`src/sce_pkg.sv`:
```
// shared widths and defaults of the sensor change event serializer
package sce_pkg;

  localparam int unsigned MODULE_W     = 3;
  localparam int unsigned BYTE_W       = 8;
  localparam int unsigned SENSOR_W     = 5;
  localparam int unsigned MOD_EXT_W    = 5;
  localparam int unsigned NUM_MODULES  = 5;

endpackage

```
`src/sce_if.sv`:
```
// valid/ready channels for readings and change events
interface sce_in_if;
  logic                           valid;
  logic                           ready;
  logic [sce_pkg::MODULE_W-1:0]   module_index;
  logic [sce_pkg::BYTE_W-1:0]     contacts_a;
  logic [sce_pkg::BYTE_W-1:0]     contacts_b;

  modport source (output valid, module_index, contacts_a, contacts_b, input ready);
  modport sink   (input valid, module_index, contacts_a, contacts_b, output ready);
endinterface

interface sce_out_if;
  logic                           valid;
  logic                           ready;
  logic [sce_pkg::MODULE_W-1:0]   event_module;
  logic [sce_pkg::SENSOR_W-1:0]   sensor_number;
  logic                           released;
  logic                           last_event;

  modport source (output valid, event_module, sensor_number, released, last_event,
                  input ready);
  modport sink   (input valid, event_module, sensor_number, released, last_event,
                  output ready);
endinterface

```
`src/sensor_change_event_serializer.sv`:
```
// top level: per-module change detection and serialized event output
// a reading's first event passes the memory read and compare states, then the emit register
// a new reading is taken only in idle, after all N events of the last one, N = number of
//   changed contacts (0..16); set by the single-port read/compare/write of the previous-reading
//   memory followed by the priority encoder, one event per cycle while the output is not stalled
// reset: synchronous; per-entry valid flops clear at once, so every stored
//   reading reads as zero after reset, no clearing pass is needed
module sensor_change_event_serializer #(
  parameter int unsigned NUM_MODULES = sce_pkg::NUM_MODULES
) (
  input  logic          clk,
  input  logic          rst,
  sce_in_if.sink        reading,
  sce_out_if.source     events
);

  localparam int unsigned AW = (NUM_MODULES > 1) ? $clog2(NUM_MODULES) : 1;
  localparam int unsigned RW = 2 * sce_pkg::BYTE_W;
  localparam int unsigned PW = 4 * sce_pkg::BYTE_W;
  localparam int unsigned PIW = $clog2(PW);

  typedef enum logic [2:0] {
    S_IDLE = 3'b001,
    S_READ = 3'b010,
    S_EMIT = 3'b100
  } state_t;

  state_t state;
  state_t state_next;

  // previous reading per module: byte b high, byte a low
  logic [RW-1:0]           mem [NUM_MODULES];
  logic [RW-1:0]           mem_rdata;
  logic [NUM_MODULES-1:0]  entry_valid;

  // captured reading
  logic [AW-1:0]                    addr;
  logic [sce_pkg::MODULE_W-1:0]     cur_module;
  logic [sce_pkg::BYTE_W-1:0]       cur_a;
  logic [sce_pkg::BYTE_W-1:0]       cur_b;

  // pending change bits: rise a, rise b, fall a, fall b from lsb up
  logic [PW-1:0]  pending;

  // output register
  logic                           out_valid;
  logic [sce_pkg::MODULE_W-1:0]   out_module;
  logic [sce_pkg::SENSOR_W-1:0]   out_sensor;
  logic                           out_released;
  logic                           out_last;

  logic [sce_pkg::MOD_EXT_W-1:0]  in_idx_ext;
  logic                           in_range;
  logic                           in_xfer;
  logic [AW-1:0]                  in_addr;

  logic [RW-1:0]   prev;
  logic [PW-1:0]   change_mask;
  logic [PIW-1:0]  first_idx;
  logic [PW-1:0]   pending_clr;
  logic            out_load;
  logic [2:0]      bit_pos;

  assign in_idx_ext = {{(sce_pkg::MOD_EXT_W - sce_pkg::MODULE_W){1'b0}}, reading.module_index};
  assign in_range   = in_idx_ext < sce_pkg::MOD_EXT_W'(NUM_MODULES);
  assign in_addr    = in_idx_ext[AW-1:0];

  assign reading.ready = (state == S_IDLE);
  assign in_xfer       = reading.valid && reading.ready;

  // entries never written since reset read as zero
  assign prev = entry_valid[addr] ? mem_rdata : '0;

  assign change_mask = { prev[RW-1:sce_pkg::BYTE_W] & ~cur_b,
                         prev[sce_pkg::BYTE_W-1:0]  & ~cur_a,
                         cur_b & ~prev[RW-1:sce_pkg::BYTE_W],
                         cur_a & ~prev[sce_pkg::BYTE_W-1:0] };

  // lowest pending bit
  always_comb begin
    first_idx = '0;
    for (int i = PW - 1; i >= 0; i--) begin
      if (pending[i]) begin
        first_idx = PIW'(i);
      end
    end
  end

  always_comb begin
    pending_clr = pending;
    pending_clr[first_idx] = 1'b0;
  end

  assign bit_pos  = first_idx[2:0];
  assign out_load = (state == S_EMIT) && (!out_valid || events.ready);

  always_comb begin
    state_next = state;
    unique case (state)
      S_IDLE: begin
        if (in_xfer && in_range) begin
          state_next = S_READ;
        end
      end
      S_READ: begin
        state_next = (change_mask == '0) ? S_IDLE : S_EMIT;
      end
      S_EMIT: begin
        if (out_load && (pending_clr == '0)) begin
          state_next = S_IDLE;
        end
      end
      default: state_next = S_IDLE;
    endcase
  end

  always_ff @(posedge clk) begin
    if (rst) begin
      state <= S_IDLE;
    end else begin
      state <= state_next;
    end
  end

  // memory: registered read at transfer, write back after compare
  always_ff @(posedge clk) begin
    mem_rdata <= mem[in_addr];
    if (state == S_READ) begin
      mem[addr] <= {cur_b, cur_a};
    end
  end

  always_ff @(posedge clk) begin
    if (rst) begin
      entry_valid <= '0;
    end else if (state == S_READ) begin
      entry_valid[addr] <= 1'b1;
    end
  end

  // capture of the reading
  always_ff @(posedge clk) begin
    if (in_xfer) begin
      addr       <= in_addr;
      cur_module <= reading.module_index;
      cur_a      <= reading.contacts_a;
      cur_b      <= reading.contacts_b;
    end
  end

  always_ff @(posedge clk) begin
    if (state == S_READ) begin
      pending <= change_mask;
    end else if (out_load) begin
      pending <= pending_clr;
    end
  end

  // event output register
  always_ff @(posedge clk) begin
    if (rst) begin
      out_valid <= 1'b0;
    end else if (out_load) begin
      out_valid <= 1'b1;
    end else if (events.ready) begin
      out_valid <= 1'b0;
    end
  end

  always_ff @(posedge clk) begin
    if (out_load) begin
      out_module   <= cur_module;
      // sensor 8 - bit position, plus 8 for byte b
      out_sensor   <= sce_pkg::SENSOR_W'(5'd8 - {2'b00, bit_pos})
                      + (first_idx[3] ? 5'd8 : 5'd0);
      out_released <= first_idx[4];
      out_last     <= (pending_clr == '0);
    end
  end

  assign events.valid         = out_valid;
  assign events.event_module  = out_module;
  assign events.sensor_number = out_sensor;
  assign events.released      = out_released;
  assign events.last_event    = out_last;

endmodule
```
`src/flat_wrapper.sv`:
```
// flat-port wrapper written by rule: the top's interface ports become plain ports
module sensor_change_event_serializer_flat 
#(
  parameter int unsigned NUM_MODULES = sce_pkg::NUM_MODULES
)
  (clk, rst, reading_valid, reading_module_index, reading_contacts_a, reading_contacts_b, reading_ready, events_valid, events_event_module, events_sensor_number, events_released, events_last_event, events_ready);
  sce_in_if reading_i ();
  sce_out_if events_i ();
  input  logic clk;
  input  logic rst;
  input wire logic [$bits(reading_i.valid)-1:0] reading_valid;
  input wire logic [$bits(reading_i.module_index)-1:0] reading_module_index;
  input wire logic [$bits(reading_i.contacts_a)-1:0] reading_contacts_a;
  input wire logic [$bits(reading_i.contacts_b)-1:0] reading_contacts_b;
  output wire logic [$bits(reading_i.ready)-1:0] reading_ready;
  output wire logic [$bits(events_i.valid)-1:0] events_valid;
  output wire logic [$bits(events_i.event_module)-1:0] events_event_module;
  output wire logic [$bits(events_i.sensor_number)-1:0] events_sensor_number;
  output wire logic [$bits(events_i.released)-1:0] events_released;
  output wire logic [$bits(events_i.last_event)-1:0] events_last_event;
  input wire logic [$bits(events_i.ready)-1:0] events_ready;
  assign reading_i.valid = reading_valid;
  assign reading_i.module_index = reading_module_index;
  assign reading_i.contacts_a = reading_contacts_a;
  assign reading_i.contacts_b = reading_contacts_b;
  assign reading_ready = reading_i.ready;
  assign events_valid = events_i.valid;
  assign events_event_module = events_i.event_module;
  assign events_sensor_number = events_i.sensor_number;
  assign events_released = events_i.released;
  assign events_last_event = events_i.last_event;
  assign events_i.ready = events_ready;
  sensor_change_event_serializer #(.NUM_MODULES(NUM_MODULES)) u_core (.clk(clk), .rst(rst), .reading(reading_i), .events(events_i));
endmodule
```
`config.mk`:
```
export PLATFORM = sky130hd
export DESIGN_NAME = sensor_change_event_serializer_flat
export DESIGN_NICKNAME = d
export VERILOG_FILES = /design/src/sce_pkg.sv /design/src/sce_if.sv /design/src/sensor_change_event_serializer.sv /design/src/flat_wrapper.sv
export SDC_FILE = /design/constraint.sdc
export NUM_CORES = 1
export LEC_CHECK = 0
export ABC_AREA = 1
export BUFFER_PORTS_ARGS = -buffer_cell sky130_fd_sc_hd__buf_2
export CORE_ASPECT_RATIO = 0.75
export CORE_UTILIZATION = 45
export CTS_CLUSTER_DIAMETER = 80
export DETAILED_ROUTE_END_ITERATION = 8
export HOLD_SLACK_MARGIN = 0.15
export SYNTH_ARGS = -nofsm -noshare
export SYNTH_HDL_FRONTEND = slang
export SYNTH_SLANG_ARGS = --single-unit
```
`constraint.sdc`:
```
create_clock -name clk -period 5.5 [get_ports clk]
set_input_delay 0.825 -clock clk [delete_from_list [all_inputs] [get_ports clk]]
set_output_delay 0.825 -clock clk [all_outputs]
set_load 0.02 [all_outputs]
```
==> results of run 1 <==
==> through the flow <==
stage / hold slack (ns) / instance area (µm²) / utilization
after floorplan: 0.440 / 7140 / -
after global placement: 0.455 / 7540 / 0.491
after detailed placement: 0.464 / 7540 / 0.491
after CTS: 0.480 / 8130 / 0.529
after global routing: 0.508 / 8130 / 0.529
final: 0.476 / 8130 / 0.529
==> final cells by class <==
class | count | area, µm² | share of cell area
flip-flops and latches | 166 | 4730 | 0.582
multi-input cells | 421 | 2090 | 0.258
clock buffers | 17 | 425 | 0.0523
well taps | 205 | 256 | 0.0316
inverters | 67 | 251 | 0.0309
repair buffers | 39 | 208 | 0.0256
clock inverters | 15 | 159 | 0.0195
==> registers in the layout, summed over array words and instances (netlist names) <==
register                     count
u_core.mem                      80
u_core.pending                  32
u_core.mem_rdata                16
u_core.cur_a                     8
u_core.cur_b                     8
u_core.entry_valid               5
u_core.events.sensor_number      5
u_core.addr                      3
u_core.events.event_module       3
u_core.state                     3
u_core.events.last_event         1
u_core.events.released           1
u_core.events.valid              1
==> report_power, final <==
part / switching, W / internal [W]
logic: 0.0000840 / 0.0000352
registers: 0.0000325 / 0.00141
clock network: 0.000535 / 0.000643
total: 0.000652 / 0.00208
==> kinds of logic after synthesis <==
logic type	after synthesis	share of synthesized area
simple gates	282	0.172
buf+inv	88	0.0464
fa+ha+maj	4	0.00701
compound gates	121	0.0923
flops	166	0.663
xor+xnor	2	0.00245
mux	12	0.0168
==> final timing paths <==
check	startpoint	to	cells after the start
max reg2reg	u_core.pending[30]$_DFFE_PP_	u_core.state[0]$_SDFFE_PP1P_	41
min reg2reg	u_core.entry_valid[0]$_SDFFE_PP0P_	u_core.entry_valid[0]$_SDFFE_PP0P_	2
min	u_core.entry_valid[0]$_SDFFE_PP0P_	u_core.entry_valid[0]$_SDFFE_PP0P_	2
max	u_core.pending[30]$_DFFE_PP_	u_core.state[0]$_SDFFE_PP1P_	41
==> routing by layer <==
metal / global-route usage / up-vias / wire length [µm]
li1: - / 2425 / -
met1: 0.311 / 2406 / 8000
met2: 0.316 / 148 / 7170
met3: 0.0461 / 18 / 817
met4: 0.0667 / 0 / 249
met5: 0 / - / 0
==> critical path, delay by kind of cell, from the launching register on <==
| kind | cells | cell delay [ns] |
|---|---|---|
| buf+inv | 2 | 0.25 |
| simple gates | 36 | 2.35 |
| fa+ha+maj | 1 | 0.24 |
| flops | 1 | 0.44 |
| compound gates | 2 | 0.76 |
==> cells in the final DEF, fill, tap and decap left out, types with 5 or more instances in the layout <==
master / instances
edfxtp_1: 141
nor2_1: 108
nand2_1: 93
o21ai_0: 75
inv_1: 50
buf_2: 34
nand3_1: 25
dfxtp_1: 25
clkbuf_16: 17
a31oi_1: 16
nand4_1: 15
nor3_1: 12
inv_2: 12
o21ai_1: 12
mux2i_1: 12
or2_2: 10
a21oi_1: 9
inv_6: 6
nor2_2: 5
clkinv_1: 5
buf_4: 5
==> reports/metrics.yaml, run 1 <==
critical_path:
  critPathArrivalTime_ns: 4.47
  slowest_delay_ns: 0.51
  cp-start-kind: "flop"
  required_ns: 5.88
  slowest_stage: "o21ai_0"
  worst_setup_path_end_kind: "flop"
  r2r_slack_ns: 1.40
  critPathMaxFanout: 7
  path_class: "flop to flop"
  cp_common_cell: "nand2_1"
grt:
  grt_pass1_vias: 4812
  grt_use_total: 0.213
  grt_max_degree: 48
  antenna_found_initial: 0
  grt_pass1_wl_um: 26200
  gr-total-overflow: 0
sta:
  tightest_slew_ns: 1.19
  period_needed_ns: 4.10
  setup_slack_ns: 1.40
  fin_crit_sh: 0.745
  drv_slew: 0
  finalHoldViolCount: 0
  skew_ns: 0.0116
  clock.fmax_ghz: 0.244
  rsz0062_at_grt: "false"
  tns_ns: 0
  relSlewSlack: 0.206
  setup-violations-final: 0
floorplan:
  die_area_mm2: 0.0164
  core-area_mm2: 0.0154
  ios: 35
  num_rows: 39
  fp.dieH_um: 111
  start_util: 0.465
  die_w_um: 147
power_and_ir_drop:
  leakage_nw: 2.96
  vdd_ir_drop_max_mv: 0.194
  powerDensity_mw_per_mm2: 337
  power.total_w: 0.00274
placement:
  placedCellCount: 898
  globalplace.congestion: 0.889
  hpwl_um: 10900
  dp_slack_ns: 1.50
  io_buffers: 34
synthesis:
  async_reset_ff_frac: 0
  synth_fp_nets: 702
  ys_top_cells_by_area: "edfxtp_1 (59%), dfxtp_1 (7.0%), nor2_1 (5.7%), o21ai_0 (5.3%), nand2_1 (4.9%)"
  yosysTopAreaCellShare: 0.593
  yosysSeqAreaShare: 0.663
  synth_edf_count: 141
  synth_flop_cell: "edfxtp_1"
  yosysMostFrequentCell: "edfxtp_1"
  yosys-top-cells-count: "edfxtp_1 (141), nor2_1 (109), nand2_1 (93), o21ai_0 (76), inv_1 (50)"
  avgSynthCellArea_um2: 10.6
  synth_top_area_cell: "edfxtp_1"
  syn_inst: 675
  synth.distinct_cells: 34
  synth_warnings: 0
  netlist_area_mm2: 0.00714
  synth_seq_cells: 166
drt:
  routed_wl_um: 16200
  avgViaCountPerCell: 5.37
  drc: 0
  first_pass_iters: 5
  vias: 4997
  drt_iter0_markers: 440
  wl_per_cell_um: 17.5
  ant_nets: 0
cts:
  cts.sinks: 166
  cts_hold_buf: 0
  cts_root_buffer: "clkbuf_16"
  numCtsBuffers: 17
  cts_setup_buffers: 0
  cts.reportedPaths.clkPinSlew_ns: 0.07
  clk_latency_ns: 0.44
  ctsHtreeMaxLevel: 4
  ctsLongestPathBuffers: 2
  cts_tree: "built"
  cts_resized: 0
final_layout:
  drive_gt1_frac: 0.150
  fill_cells: 1373
  layout.nets: 739
  stdcell_count: 930
  syn_to_final_growth_pct: 13.8
  diodes: 0
outcome:
  run_status: "completed"
job:
  maxCapViolCount: 0
worst_hold_path:
  hold_class: "flop to flop"
Power figures use the tool's default switching activity.
==> run 2: changes to the inputs <==
Settings changed: ABC_AREA 1 to 0.
Clock period 5.5 ns to 3.6 ns, I/O delays scaled along.
==> reports/metrics.yaml, run 2 <==
critical_path:
  r2r_start: "u_core.pending[29]$_DFFE_PP_"
  path_class: "flop to flop"
  cp_cell_sequence: "buf_4 -> buf_4 -> buf_4 -> o21ai_0 -> a21o_1 -> a21oi_1 -> o21bai_1 -> a21oi_1 -> o21ai_2 -> a21o_1 -> ha_4 -> inv_2 -> o31ai_4 -> nand4_1 -> a2111oi_4 -> nand4_1 -> nor3_2 -> o32ai_2 -> nor2_1"
  worst_setup_path_end_kind: "flop"
  r2r_slack_ns: -0.0006
  critPathMaxFanout: 4
  slowest_delay_ns: 0.43
  timing.rr.end: "u_core.state[0]$_SDFFE_PP1P_"
  cp_common_cell: "buf_4"
  slowest_stage: "edfxtp_1"
  r2r_cells: 19
  cp-start-kind: "flop"
  required_ns: 3.96
  critPathArrivalTime_ns: 3.96
cts:
  ctsLongestPathBuffers: 2
  cts_hold_buf: 0
  clk_latency_ns: 0.42
  cts_tree: "built"
  ctsHtreeMaxLevel: 4
  cts.sinks: 166
  cts_root_buffer: "clkbuf_16"
  numCtsBuffers: 17
  cts.reportedPaths.clkPinSlew_ns: 0.07
synthesis:
  synth_seq_cells: 166
  synth.distinct_cells: 53
  synth_fp_nets: 558
  yosysMostFrequentCell: "edfxtp_1"
  yosysSeqAreaShare: 0.664
  yosys-top-cells-count: "edfxtp_1 (141), nand2_1 (42), nor2_1 (34), o21ai_0 (34), nand3_1 (28)"
  avgSynthCellArea_um2: 13.4
  syn_inst: 531
  netlist_area_mm2: 0.00713
  synth_edf_count: 141
  synth_warnings: 0
  async_reset_ff_frac: 0
  synth_top_area_cell: "edfxtp_1"
  yosysTopAreaCellShare: 0.594
  ys_top_cells_by_area: "edfxtp_1 (59%), dfxtp_1 (7.0%), mux4_2 (5.1%), mux2_2 (2.5%), o21ai_0 (2.4%)"
  synth_flop_cell: "edfxtp_1"
final_layout:
  largest_register: "u_core.mem"
  final_common_cell: "edfxtp_1"
  syn_to_final_growth_pct: 23.1
  largest_reg_flops: 80
  diodes: 0
  drive_gt1_frac: 0.314
  layout_common_cells: "edfxtp_1 (141), buf_4 (67), nand2_1 (40)"
  fin_area_mm2: 0.00878
  layout.nets: 654
  fin_util: 0.571
  fill_cells: 1246
  reg_top3: "u_core.mem: 80 flops, u_core.pending: 32 flops, u_core.mem_rdata: 16 flops"
drt:
  avgViaCountPerCell: 5.80
  drc: 0
  first_pass_iters: 5
  drt_iter0_markers: 378
  wl_per_cell_um: 21.3
  ant_nets: 0
  vias: 4902
  routed_wl_um: 18000
power_and_ir_drop:
  vdd_ir_drop_max_mv: 0.303
  powerDensity_mw_per_mm2: 471
  power.total_w: 0.00414
  leakage_nw: 3.06
placement:
  io_buffers: 34
  hpwl_um: 12400
  post_dp_cell_area_mm2: 0.00794
  globalplace.congestion: 0.962
  dp_slack_ns: -0.514
floorplan:
  die_w_um: 147
  core-area_mm2: 0.0154
  die_area_mm2: 0.0164
  start_util: 0.464
  num_rows: 39
  ios: 35
  fp.dieH_um: 111
sta:
  tightest_slew_ns: 1.17
  relSlewSlack: 0.215
  skew_ns: 0.00994
  finalHoldViolCount: 0
  period_needed_ns: 3.60
  clock.fmax_ghz: 0.278
  drv_slew: 0
  setup-violations-final: 1
  setup_slack_ns: -0.000624
  rsz0062_at_grt: "true"
  fin_crit_sh: 1.00
  tns_ns: -0.000624
worst_hold_path:
  whs_endpoint: "u_core.cur_a[3]$_DFFE_PP_"
  hold_class: "input port to flop"
  min_path_cells: 1
  hold_start: "reading_contacts_a[3]"
outcome:
  violations: "setup timing"
  run_status: "complete, but fails checks"
grt:
  gr-total-overflow: 0
  grt_use_total: 0.233
  grt_max_degree: 42
  antenna_found_initial: 0
  grt_pass1_vias: 4826
  grt_pass1_wl_um: 28100
job:
  maxCapViolCount: 0
[run 2: final cells by class]
class / count / area [µm²] / share of cell area
clock buffer: 19 / 433 / 0.0493
timing repair buffer: 102 / 684 / 0.0779
clock inverter: 13 / 160 / 0.0182
tap: 205 / 256 / 0.0292
multi-input combinational: 324 / 2450 / 0.279
inverter: 16 / 60.1 / 0.00684
sequential: 166 / 4730 / 0.539
[run 2: through the flow]
| stage | instances | hold slack, ns |
|---|---|---|
| final | 845 | 0.290 |
| after global routing | 845 | 0.260 |
| after CTS | 840 | 0.272 |
| after detailed placement | 806 | 0.455 |
| after global placement | 806 | 0.451 |
| after floorplan | 531 | 0.424 |
[run 2: worst max path at each step]
| stage | from | endpoint | slack [ns] | depth (start not counted) |
|---|---|---|---|---|
| after floorplan | u_core.pending[27]$_DFFE_PP_ | u_core.state[0]$_SDFFE_PP1P_ | 0.22 | 18 |
| after global placement | u_core.pending[31]$_DFFE_PP_ | u_core.state[0]$_SDFFE_PP1P_ | -0.43 | 17 |
| after detailed placement | u_core.pending[31]$_DFFE_PP_ | u_core.state[0]$_SDFFE_PP1P_ | -0.51 | 17 |
| after CTS | u_core.pending[31]$_DFFE_PP_ | u_core.state[0]$_SDFFE_PP1P_ | -0.04 | 17 |
| after global routing | u_core.pending[29]$_DFFE_PP_ | u_core.state[0]$_SDFFE_PP1P_ | -0.23 | 19 |
| final | u_core.pending[29]$_DFFE_PP_ | u_core.state[0]$_SDFFE_PP1P_ | -0.0006 | 19 |
[run 2: where the power goes]
group | switching, W | internal [W]
Sequential | 0.0000465 | 0.00212
Clock | 0.000789 | 0.00105
Combinational | 0.0000723 | 0.0000627
Total | 0.000908 | 0.00323
[run 2: cell families (layout without fill, tap and decap cells)]
kind of cell / Yosys count / count (layout) / share of synthesized area
and+or+nand+nor: 182 / 182 / 0.131
xor gates and xnor gates: 3 / 3 / 0.00368
DFF: 166 / 166 / 0.664
muxes: 34 / 34 / 0.0786
AOI/OAI and AO/OA: 101 / 101 / 0.0933
buffers and inverters: 41 / 150 / 0.0226
adders and majority gates: 4 / 4 / 0.00702
[run 2: repair_timing]
item | CTS | global route
pin swaps | 4 | 5
endpoints found under the setup margin | 3 | 3
buffers inserted | 2 | 5
cloned | 0 | 0
resized for setup | 16 | 27
[run 2: critical path, delay by kind of cell (launching register included)]
kind,cells,cell delay [ns]
AO/OA/AOI/OAI,10,1.76
adder cells (fa/ha/maj),1,0.18
buffers and inverters,4,0.48
flip-flops,1,0.43
AND/OR/NAND/NOR,4,0.70
[run 2: per-layer routing]
layer  vias up  GRT usage  wire length [µm]
met2       166      0.326              7930
met1      2464      0.363              8850
met3        12     0.0514              1030
met4         0     0.0632               159
met5         -          0                 0
li1       2260          -                 -
==> run 3: changes to the inputs <==
Settings changed: ABC_AREA 0 to 1.
==> reports/metrics.yaml, run 3 (synthesis gave the netlist of run 1 again) <==
drt:
  wl_per_cell_um: 17.8
  drt_iter0_markers: 331
  routed_wl_um: 17100
  avgViaCountPerCell: 5.31
  vias: 5115
  first_pass_iters: 4
  drc: 0
  ant_nets: 0
critical_path:
  crit_start: "u_core.pending[30]$_DFFE_PP_"
  cp_common_cell: "nand2_1"
  critPathMaxFanout: 8
  cp-start-kind: "flop"
  path_class: "flop to flop"
  critPathArrivalTime_ns: 4.00
  worst_setup_path_end_kind: "flop"
  r2r_start: "u_core.pending[30]$_DFFE_PP_"
  worst-path-buf-inv: 3
  slowest_stage: "edfxtp_1"
  slowest_delay_ns: 0.38
  required_ns: 3.98
  cp_top_family: "simple AND/OR/NAND/NOR gates"
cts:
  cts.sinks: 166
  cts_tree: "built"
  cts.reportedPaths.clkPinSlew_ns: 0.07
  numCtsBuffers: 17
  ctsHtreeMaxLevel: 4
  cts_root_buffer: "clkbuf_16"
  ctsLongestPathBuffers: 2
  clk_latency_ns: 0.44
final_layout:
  fin_area_mm2: 0.00858
  largest_register: "u_core.mem"
  diodes: 0
  layout_common_cells: "edfxtp_1 (141), nor2_1 (107), nand2_1 (89)"
  seqCellArea_mm2: 0.00473
  reg_top3: "u_core.mem: 80 flops, u_core.pending: 32 flops, u_core.mem_rdata: 16 flops"
  layout.nets: 772
  final_common_cell: "edfxtp_1"
  fill_cells: 1325
  multiInputGateArea_mm2: 0.00226
  largest_reg_flops: 80
  drive_gt1_frac: 0.230
  syn_to_final_growth_pct: 20.1
grt:
  grt_use_total: 0.226
  grt_pass1_vias: 5074
  grt_pass1_wl_um: 27400
  gr-total-overflow: 0
  antenna_found_initial: 0
  grt_max_degree: 48
floorplan:
  num_rows: 39
  core-area_mm2: 0.0154
  start_util: 0.465
  die_area_mm2: 0.0164
  ios: 35
  fp.dieH_um: 111
  die_w_um: 147
placement:
  dp_slack_ns: -0.134
  globalplace.congestion: 0.921
  hpwl_um: 11500
  io_buffers: 34
  post_dp_cell_area_mm2: 0.00773
power_and_ir_drop:
  leakage_nw: 3.16
  clkPwrFrac: 0.430
  p_seq_frac: 0.522
  vdd_ir_drop_max_mv: 0.352
  swShare: 0.228
  powerDensity_mw_per_mm2: 491
  p_sw_w: 0.000962
  p_int_w: 0.00325
  p_comb_frac: 0.048
sta:
  rsz0062_at_grt: "true"
  period_needed_ns: 3.63
  setup_slack_ns: -0.0256
  fin_crit_sh: 1.01
  holdWs_ns: 0.273
  skew_ns: 0.00850
  relSlewSlack: 0.371
  tightest_slew_ns: 0.943
  drv_slew: 0
  clock.fmax_ghz: 0.276
  setup-violations-final: 1
  finalHoldViolCount: 0
worst_hold_path:
  hold_class: "input port to flop"
  hold_start: "reading_contacts_a[3]"
job:
  maxCapViolCount: 0
outcome:
  violations: "setup timing"
  run_status: "complete, but fails checks"
run 3: metrics by stage:
step           utilization  TNS [ns]  cells  power (W)
3_5_place_dp         0.503    -0.318    923    0.00243
4_1_cts              0.548         0    961    0.00423
3_3_place_gp         0.503    -0.398    923    0.00243
2_1_floorplan            -         0    675    0.00234
6_report             0.558   -0.0256    963    0.00421
5_1_grt              0.558     -1.32    963    0.00436
run 3: routing by layer:
| metal | GRT usage | up-vias | share of wire |
|---|---|---|---|
| met5 | 0 | - | 0 |
| met4 | 0.0777 | 0 | 0.013 |
| met3 | 0.0502 | 17 | 0.051 |
| met2 | 0.336 | 125 | 0.45 |
| met1 | 0.325 | 2483 | 0.49 |
| li1 | - | 2490 | - |
run 3: layout make-up:
type                    instances  share of cell area
multi-input cells             421               0.264
inverters                      67              0.0305
repair buffers                 72              0.0564
well taps                     205              0.0299
clock buffers                  18              0.0500
flip-flops and latches        166               0.552
clock inverters                14              0.0176
run 3: timing repair:
action,in CTS,in global routing
buffers inserted,6,2
endpoints found under the setup margin,3,5
hold buffers,0,0
resized for setup,24,36
pin swaps,4,5
run 3: path summary, 6_finish.rpt:
kind	end	cells after the start	slack, ns
min reg2reg	u_core.entry_valid[0]$_SDFFE_PP0P_	2	0.48
min	u_core.cur_a[3]$_DFFE_PP_	1	0.27
max	u_core.state[0]$_SDFFE_PP1P_	42	-0.03
max reg2reg	u_core.state[0]$_SDFFE_PP1P_	42	-0.03
run 3: power groups by stage:
stage / logic, W / clock network [W] / registers [W]
2_1_floorplan: 0.000122 / 0 / 0.00222
3_3_place_gp: 0.000187 / 0 / 0.00224
3_5_place_dp: 0.000191 / 0 / 0.00224
4_1_cts: 0.000197 / 0.00184 / 0.00220
5_1_grt: 0.000227 / 0.00192 / 0.00221
6_report: 0.000203 / 0.00181 / 0.00220
